[src/sv/ps2_mouse_packet_cursor_macros.svh]
// Assertion macros for the PS/2 mouse packet cursor block.
// Clocked on aclk, disabled while aresetn is low; define ASSERT_OFF to drop them.
`ifndef PS2_MOUSE_PACKET_CURSOR_MACROS_SVH
`define PS2_MOUSE_PACKET_CURSOR_MACROS_SVH

`ifndef ASSERT_OFF
`define PS2MC_ASSERT(label, prop, msg) \
    label: assert property (@(posedge aclk) disable iff (!aresetn) (prop)) else $error(msg);
`define PS2MC_ASSERT_NEXT(label, ante, cons, msg) \
    label: assert property (@(posedge aclk) disable iff (!aresetn) (ante) |=> (cons)) \
        else $error(msg);
`else
`define PS2MC_ASSERT(label, prop, msg)
`define PS2MC_ASSERT_NEXT(label, ante, cons, msg)
`endif

`endif

[src/sv/ps2mc_pkg.sv]
// Shared types and constants for the PS/2 mouse packet cursor block.
// No dependencies.
package ps2mc_pkg;

    localparam int POS_W   = 12;
    localparam int BYTE_W  = 8;
    localparam int SUM_W   = POS_W + 2;   // unsigned position plus signed 9-bit delta, as a signed sum
    localparam int TDATA_W = 32;          // cursor_x, cursor_y, left_pressed, padded

    localparam logic [POS_W-1:0] X_LIMIT_RESET = 12'd1023;
    localparam logic [POS_W-1:0] Y_LIMIT_RESET = 12'd767;
    localparam logic [POS_W-1:0] POS_X_RESET   = 12'd512;
    localparam logic [POS_W-1:0] POS_Y_RESET   = 12'd384;

    // header byte bit positions
    localparam int HDR_LEFT   = 0;
    localparam int HDR_X_SIGN = 4;
    localparam int HDR_Y_SIGN = 5;
    localparam int HDR_X_OVF  = 6;
    localparam int HDR_Y_OVF  = 7;

    typedef enum logic [0:0] {
        CFG_X_LIMIT = 1'b0,
        CFG_Y_LIMIT = 1'b1
    } cfg_reg_t;

    typedef enum logic [1:0] {
        BYTE_HEADER = 2'd0,
        BYTE_DX     = 2'd1,
        BYTE_DY     = 2'd2
    } byte_idx_t;

endpackage

[src/sv/ps2_mouse_packet_cursor.sv]
// PS/2 mouse three-byte packet decoder driving a clamped cursor.
// The third mouse byte passes the input register and then the result register before m_tvalid.
// Throughput: one byte per cycle while no packet end stalls; input register, one decode/update stage, result register.
// A held result does not block input; only a packet end waiting on a full result stalls.
// Reset (aresetn low, synchronous): cursor 512/384, limits 1023/767, button and
// byte counter cleared, both stages emptied.
`include "ps2_mouse_packet_cursor_macros.svh"

module ps2_mouse_packet_cursor (
    input  logic                           aclk,
    input  logic                           aresetn,
    // byte input
    input  logic                           s_tvalid,
    output logic                           s_tready,
    input  logic [ps2mc_pkg::BYTE_W-1:0]   s_tdata,   // [7:0] data_byte
    input  logic                           s_tuser,   // [0] from_mouse
    // cursor result
    output logic                           m_tvalid,
    input  logic                           m_tready,
    output logic [ps2mc_pkg::TDATA_W-1:0]  m_tdata,   // [11:0] cursor_x, [23:12] cursor_y,
                                                      // [24] left_pressed, [31:25] zero
    output logic                           m_tuser,   // [0] packet_dropped
    // configuration writes
    input  logic                           cfg_valid,
    output logic                           cfg_ready,
    input  ps2mc_pkg::cfg_reg_t            cfg_index,
    input  logic [ps2mc_pkg::POS_W-1:0]    cfg_data
);
    import ps2mc_pkg::*;

    logic [POS_W-1:0]  x_limit_reg, y_limit_reg;

    logic              in_valid_reg;
    logic              in_mouse_reg;
    logic [BYTE_W-1:0] in_byte_reg;

    byte_idx_t         byte_idx_reg, byte_idx_next;
    logic [BYTE_W-1:0] header_reg, dx_reg;
    logic [POS_W-1:0]  pos_x_reg, pos_x_next, pos_y_reg, pos_y_next;
    logic              left_reg, left_next;

    logic              m_valid_reg;
    logic [POS_W-1:0]  m_x_reg, m_y_reg;
    logic              m_left_reg, m_drop_reg;

    logic              produce, overflow, advance;
    logic [SUM_W-1:0]  sum_x, sum_y;

    assign cfg_ready = 1'b1;

    always_ff @(posedge aclk) begin
        if (!aresetn) begin
            x_limit_reg <= X_LIMIT_RESET;
            y_limit_reg <= Y_LIMIT_RESET;
        end else if (cfg_valid) begin
            unique case (cfg_index)
                CFG_X_LIMIT: x_limit_reg <= cfg_data;
                CFG_Y_LIMIT: y_limit_reg <= cfg_data;
                default: ;
            endcase
        end
    end

    // decode stage
    assign produce  = in_mouse_reg && (byte_idx_reg != BYTE_HEADER) && (byte_idx_reg != BYTE_DX);
    assign overflow = header_reg[HDR_X_OVF] | header_reg[HDR_Y_OVF];
    assign advance  = in_valid_reg && (!produce || !m_valid_reg || m_tready);
    assign s_tready = !in_valid_reg || advance;

    assign sum_x = {2'b00, pos_x_reg}
                 + {{(SUM_W-BYTE_W){header_reg[HDR_X_SIGN]}}, dx_reg};
    assign sum_y = {2'b00, pos_y_reg}
                 - {{(SUM_W-BYTE_W){header_reg[HDR_Y_SIGN]}}, in_byte_reg};

    always_comb begin
        byte_idx_next = byte_idx_reg;
        pos_x_next    = pos_x_reg;
        pos_y_next    = pos_y_reg;
        left_next     = left_reg;
        if (in_mouse_reg) begin
            unique case (byte_idx_reg)
                BYTE_HEADER: byte_idx_next = BYTE_DX;
                BYTE_DX:     byte_idx_next = BYTE_DY;
                default: begin
                    byte_idx_next = BYTE_HEADER;
                    if (!overflow) begin
                        left_next = header_reg[HDR_LEFT];
                        // clamp each axis to 0 .. limit
                        if (sum_x[SUM_W-1])
                            pos_x_next = '0;
                        else if (sum_x[SUM_W-2:0] > {1'b0, x_limit_reg})
                            pos_x_next = x_limit_reg;
                        else
                            pos_x_next = sum_x[POS_W-1:0];
                        if (sum_y[SUM_W-1])
                            pos_y_next = '0;
                        else if (sum_y[SUM_W-2:0] > {1'b0, y_limit_reg})
                            pos_y_next = y_limit_reg;
                        else
                            pos_y_next = sum_y[POS_W-1:0];
                    end
                end
            endcase
        end
    end

    always_ff @(posedge aclk) begin
        if (!aresetn) begin
            in_valid_reg <= 1'b0;
            in_mouse_reg <= 1'b0;
            in_byte_reg  <= '0;
            byte_idx_reg <= BYTE_HEADER;
            header_reg   <= '0;
            dx_reg       <= '0;
            pos_x_reg    <= POS_X_RESET;
            pos_y_reg    <= POS_Y_RESET;
            left_reg     <= 1'b0;
            m_valid_reg  <= 1'b0;
        end else begin
            if (s_tready) begin
                in_valid_reg <= s_tvalid;
                in_mouse_reg <= s_tuser;
                in_byte_reg  <= s_tdata;
            end
            if (advance) begin
                byte_idx_reg <= byte_idx_next;
                pos_x_reg    <= pos_x_next;
                pos_y_reg    <= pos_y_next;
                left_reg     <= left_next;
                if (in_mouse_reg && byte_idx_reg == BYTE_HEADER)
                    header_reg <= in_byte_reg;
                if (in_mouse_reg && byte_idx_reg == BYTE_DX)
                    dx_reg <= in_byte_reg;
            end
            if (advance && produce)
                m_valid_reg <= 1'b1;
            else if (m_tready)
                m_valid_reg <= 1'b0;
        end
    end

    // result payload, loaded with the post-packet state
    always_ff @(posedge aclk) begin
        if (advance && produce) begin
            m_x_reg    <= pos_x_next;
            m_y_reg    <= pos_y_next;
            m_left_reg <= left_next;
            m_drop_reg <= overflow;
        end
    end

    assign m_tvalid = m_valid_reg;
    assign m_tdata  = {{(TDATA_W-2*POS_W-1){1'b0}}, m_left_reg, m_y_reg, m_x_reg};
    assign m_tuser  = m_drop_reg;

    `PS2MC_ASSERT(a_result_in_limits, !(m_valid_reg && !m_drop_reg) || ((m_x_reg <= x_limit_reg) && (m_y_reg <= y_limit_reg)), "accepted packet left cursor beyond limit")
    `PS2MC_ASSERT_NEXT(a_drop_holds_cursor, advance && produce && overflow, (pos_x_reg == $past(pos_x_reg)) && (pos_y_reg == $past(pos_y_reg)) && (left_reg == $past(left_reg)), "dropped packet changed cursor state")
    `PS2MC_ASSERT(a_result_from_third_byte, !$rose(m_valid_reg) || $past(advance && produce), "result raised without a completed packet")
    `PS2MC_ASSERT_NEXT(a_packet_wraps_counter, advance && produce, byte_idx_reg == BYTE_HEADER, "byte counter did not wrap after packet end")

endmodule

[config.mk]
export PLATFORM = sky130hd
export DESIGN_NAME = ps2_mouse_packet_cursor
export DESIGN_NICKNAME = d
export VERILOG_FILES = /design/src/sv/ps2mc_pkg.sv /design/src/sv/ps2_mouse_packet_cursor.sv
export VERILOG_INCLUDE_DIRS = /design/src /design/src/sv
export SDC_FILE = /design/constraint.sdc
export NUM_CORES = 1
export LEC_CHECK = 0
export BUFFER_PORTS_ARGS = -buffer_cell sky130_fd_sc_hd__buf_2
export CORE_MARGIN = 4
export CORE_UTILIZATION = 31
export CTS_CLUSTER_DIAMETER = 100
export DETAILED_ROUTE_END_ITERATION = 8
export GPL_TIMING_DRIVEN = 1
export PLACE_DENSITY = 0.55
export SYNTH_ARGS = -nofsm -noshare
export SYNTH_HDL_FRONTEND = slang
export SYNTH_SLANG_ARGS = --single-unit
[constraint.sdc]
create_clock -name aclk -period 4.6 [get_ports aclk]
set_input_delay 0.46 -clock aclk [delete_from_list [all_inputs] [get_ports aclk]]
set_output_delay 0.46 -clock aclk [all_outputs]
set_load 0.1 [all_outputs]
==> qor_table.md <==
| Stage | Result | Reported |
|:---|:---|:---|
| sta | Setup Skew | 0.0103 ns |
| yosys | Top flip-flop cell by instance count after synthesis | sky130_fd_sc_hd__dfxtp_1 |
| setup path | Worst Setup Path Type | flop to flop |
| setup path | Ordered cell list for the critical path | inv_1 > ha_1 > fa_1 > nor2b_1 > o31a_1 > o21ai_2 > a21oi_1 > nor2_1 > xnor2_1 > ha_1 > a21o_1 > a21oi_1 > nand2_1 > o21ai_1 > nand2_1 > mux2i_1 > buf_4 > mux2i_1 > o22ai_1 |
| worst hold path | Number of cells traversed by the worst hold path | 2 |
| setup path | Cell type of the slowest stage on the worst timing path | sky130_fd_sc_hd__fa_1 |
| yosys | Top cells by area, synth | sky130_fd_sc_hd__dfxtp_1 (26%), sky130_fd_sc_hd__edfxtp_1 (14%), sky130_fd_sc_hd__ha_1 (11%) |
| sta | Final hold viol count | 0 |
| cells and area | Fin cells | 925 |
| power and ir drop | Pleak | 2.84 nW |
| yosys | Async SR Flop Fraction | 0% |
| clocking | Clock slew at reported path FFs | 0.06 ns |
| placement | Port Buffer Count | 54 |
| yosys | Cell types with the highest counts after synthesis | sky130_fd_sc_hd__nand2_1 (114), sky130_fd_sc_hd__dfxtp_1 (75), sky130_fd_sc_hd__ha_1 (50) |
| floorplanning | Die span in y | 144 µm |
| floorplanning | Effective utilization at floorplan | 31.7% |
| cells and area | Final #Nets | 771 |
| power and ir drop | Highest ir drop seen on vdd | 0.000165 V |
| setup path | Startpoint types | flop |
| yosys | Mean Syn Cell Area | 8.88 µm² |
| routing | Avg Vias per Cell | 4.86 |
| global routing | Overall global routing resource usage | 14.6% |
| placement | Setup WS pre-CTS | 0.496 ns |
| setup path | Required time at the worst-slack endpoint | 4.67 ns |
| sta | Max transition margin | 29.5% |
| cells and area | Share of the core filled with cells | 35.8% |
| routing | Drt initial violations | 256 |
| setup path | Gate family responsible for the most delay along the worst path | compound AO/OA/AOI/OAI gates |
| routing | Total Routed Length | 14500 µm |
| cells and area | Antenna Diode Count | 0 |
| yosys | Synth warn | 0 |
| routing | Average wire per standard cell | 15.7 µm |
| yosys | Cells after Synth | 643 |
| sta | Total setup violations reported at the end of the flow | 0 |
| yosys | Synth top area share | 26.3% |
| yosys | Synth unique cells | 53 |
| floorplanning | Standard-cell rows | 49 |
| setup path | Critical path arrival | 4.18 ns |
| yosys | Register bit count reported by yosys | 101 |
| yosys | Seq/Total Area, Yosys | 40.0% |
| setup path | Depth of the worst register-to-register path | 19 |
| routing | Total iterations of the first detailed-routing run | 5 |
| clocking | Deepest level of the CTS H-tree | 3 |
| global routing | Wire length of the first global-routing pass | 23300 µm |
| clocking | Total clock sinks | 101 |
| run status | Status | completed |
| global routing | Antenna violations before repair | 0 |
| yosys | Combined area of all synthesized cells | 5710 µm² |
| cells and area | Fraction of layout cells with a size suffix above 1 | 12.4% |
| yosys | Largest area contributor in the netlist | sky130_fd_sc_hd__dfxtp_1 |
| setup path | Worst reg2reg setup slack | 0.49 ns |
| power and ir drop | Power after layout | 1.91 mW |
| floorplanning | Number of top-level pins | 63 |
| routing | Post-route DRC violation count | 0 |
| global routing | Gr ovfl total | 0 |
| sta | Pins over their slew limit | 0 |
| clocking | TritonCTS clock tree | yes |
| sta | Aggregate negative setup slack | 0 ns |
| yosys | Leading cell type by number of instances after synthesis | sky130_fd_sc_hd__nand2_1 |
| setup path | Crit Path Max Fanout | 10 |
| clocking | Clock latency at the later pin of the worst-skew pair | 0.35 ns |
| power and ir drop | PwrDens | 295 nW/µm² |
| floorplanning | Die Footprint | 20600 µm² |
| run | Count of max-cap constraint violations | 0 |
| setup path | Highest cell delay on the worst timing path | 0.41 ns |
| setup path | Setup crit end kind | flop |
| placement | Placed Instances | 910 |
| routing | Antenna Violating Nets Remaining | 0 |
| global routing | Via count of the first global-routing pass | 4357 |
| setup path | Worst path bufs/invs | 2 |
| routing | Routed vias | 4496 |
| worst hold path | Min-delay worst type | input port to flop |
| cells and area | Area growth from synthesis to layout | 13.2% |
| clocking | Clock buffers created by TritonCTS | 9 |
| sta | Unrepaired setup endpoints after global routing | no |
| yosys | Post-synth EDFFs | 26 |
| sta | Upper clock frequency limit | 0.243 GHz |
| placement | Half-perimeter wire length of the detailed placement result | 11300 µm |
| clocking | Number of buffers inserted by hold repair at cts | 0 |
| setup path | Crit. path cell count | 19 |
| sta | Fin crit share | 89.3% |
| global routing | Maximum number of pins on one net before global-route repair | 32 |
| clocking | Post-cts resize count | 0 |
| sta | Pin slew with the least headroom to its limit | 1.06 ns |
| clocking | # Post-CTS Setup Buffers | 0 |
| floorplanning | Die Span X | 144 µm |
| placement | Routability congestion estimate from global placement | 0.856 |
| clocking | Root cell of the clock tree | sky130_fd_sc_hd__clkbuf_16 |
| clocking | Buffers from clock root to sink, at most | 2 |
| floorplanning | Core Footprint | 18000 µm² |
| sta | Final period demand of the worst path | 4.11 ns |
| sta | Final WS setup | 0.491 ns |
## layer usage
layer	GRT usage [%]	vias up	wire, µm
met4	6.05	0	374
met1	19.7	2077	7200
li1	-	2326	-
met3	2.33	20	488
met5	0	-	0
met2	23.3	73	6460
## worst reg2reg max path, cell delays in order, from the launching register on
cell	delay (ns)
sky130_fd_sc_hd__dfxtp_1	0.33
sky130_fd_sc_hd__inv_1	0.06
sky130_fd_sc_hd__ha_1	0.20
sky130_fd_sc_hd__fa_1	0.41
sky130_fd_sc_hd__nor2b_1	0.17
sky130_fd_sc_hd__o31a_1	0.21
sky130_fd_sc_hd__o21ai_2	0.08
sky130_fd_sc_hd__a21oi_1	0.21
sky130_fd_sc_hd__nor2_1	0.08
sky130_fd_sc_hd__xnor2_1	0.19
sky130_fd_sc_hd__ha_1	0.28
sky130_fd_sc_hd__a21o_1	0.16
sky130_fd_sc_hd__a21oi_1	0.20
sky130_fd_sc_hd__nand2_1	0.07
sky130_fd_sc_hd__o21ai_1	0.16
sky130_fd_sc_hd__nand2_1	0.08
sky130_fd_sc_hd__mux2i_1	0.30
sky130_fd_sc_hd__buf_4	0.30
sky130_fd_sc_hd__mux2i_1	0.27
sky130_fd_sc_hd__o22ai_1	0.09
## logic make-up after synthesis
| family | share of synthesized area, % |
|---|---|
| buffers and inverters | 5.85 |
| other | 0.132 |
| multiplexers | 5.26 |
| flip-flops | 40.0 |
| AO/OA/AOI/OAI | 18.5 |
| adder cells (fa/ha/maj) | 11.7 |
| AND/OR/NAND/NOR | 15.2 |
| XOR/XNOR | 3.38 |
## where the power goes
group / internal [mW] / switching (mW) / total [mW]
clock: 0.418 / 0.323 / 0.741
sequential: 0.925 / 0.0166 / 0.942
combinational: 0.0825 / 0.143 / 0.226
total: 1.43 / 0.483 / 1.91
## cell usage in the layout (no fill, tap or decap), drive strengths merged, types with 9 or more instances in the layout
| cell | synthesis | routed |
|---|---|---|
| nor2 | 29 | 29 |
| o211ai | 19 | 19 |
| xnor2 | 16 | 16 |
| dfxtp | 75 | 75 |
| edfxtp | 26 | 26 |
| clkbuf | 15 | 12 |
| a21boi | 14 | 14 |
| inv | 47 | 47 |
| o21ai | 58 | 58 |
| nand3 | 9 | 9 |
| mux2i | 30 | 30 |
| nor2b | 18 | 18 |
| buf | 14 | 61 |
| ha | 50 | 50 |
| a21oi | 33 | 33 |
| nand2 | 114 | 114 |
| o21a | 11 | 11 |
## final timing paths
| check | start | to |
|---|---|---|
| worst max-delay path | pos_y_reg[0] | m_y_reg[11] |
| worst min-delay path | s_tvalid | in_valid_reg |
| worst max register to register | pos_y_reg[0] | m_y_reg[11] |
| worst min register to register | pos_y_reg[0] | pos_y_reg[0] |
## area by class of cell
class	count	area (µm²)
fillers	1904	11600
multi-input cells	472	3120
flip-flops and latches	101	2280
repair buffers	61	323
well taps	229	287
clock buffers	12	236
inverters	47	176
clock inverters	3	40.0
## metrics by stage
step / hold WS (ns) / area, µm²
2_1_floorplan: 0.430 / 5730
3_3_place_gp: 0.444 / 6180
3_5_place_dp: 0.450 / 6180
4_1_cts: 0.313 / 6460
5_1_grt: 0.330 / 6460
6_report: 0.326 / 6460
Note: power is estimated with default switching activity, not from simulation.
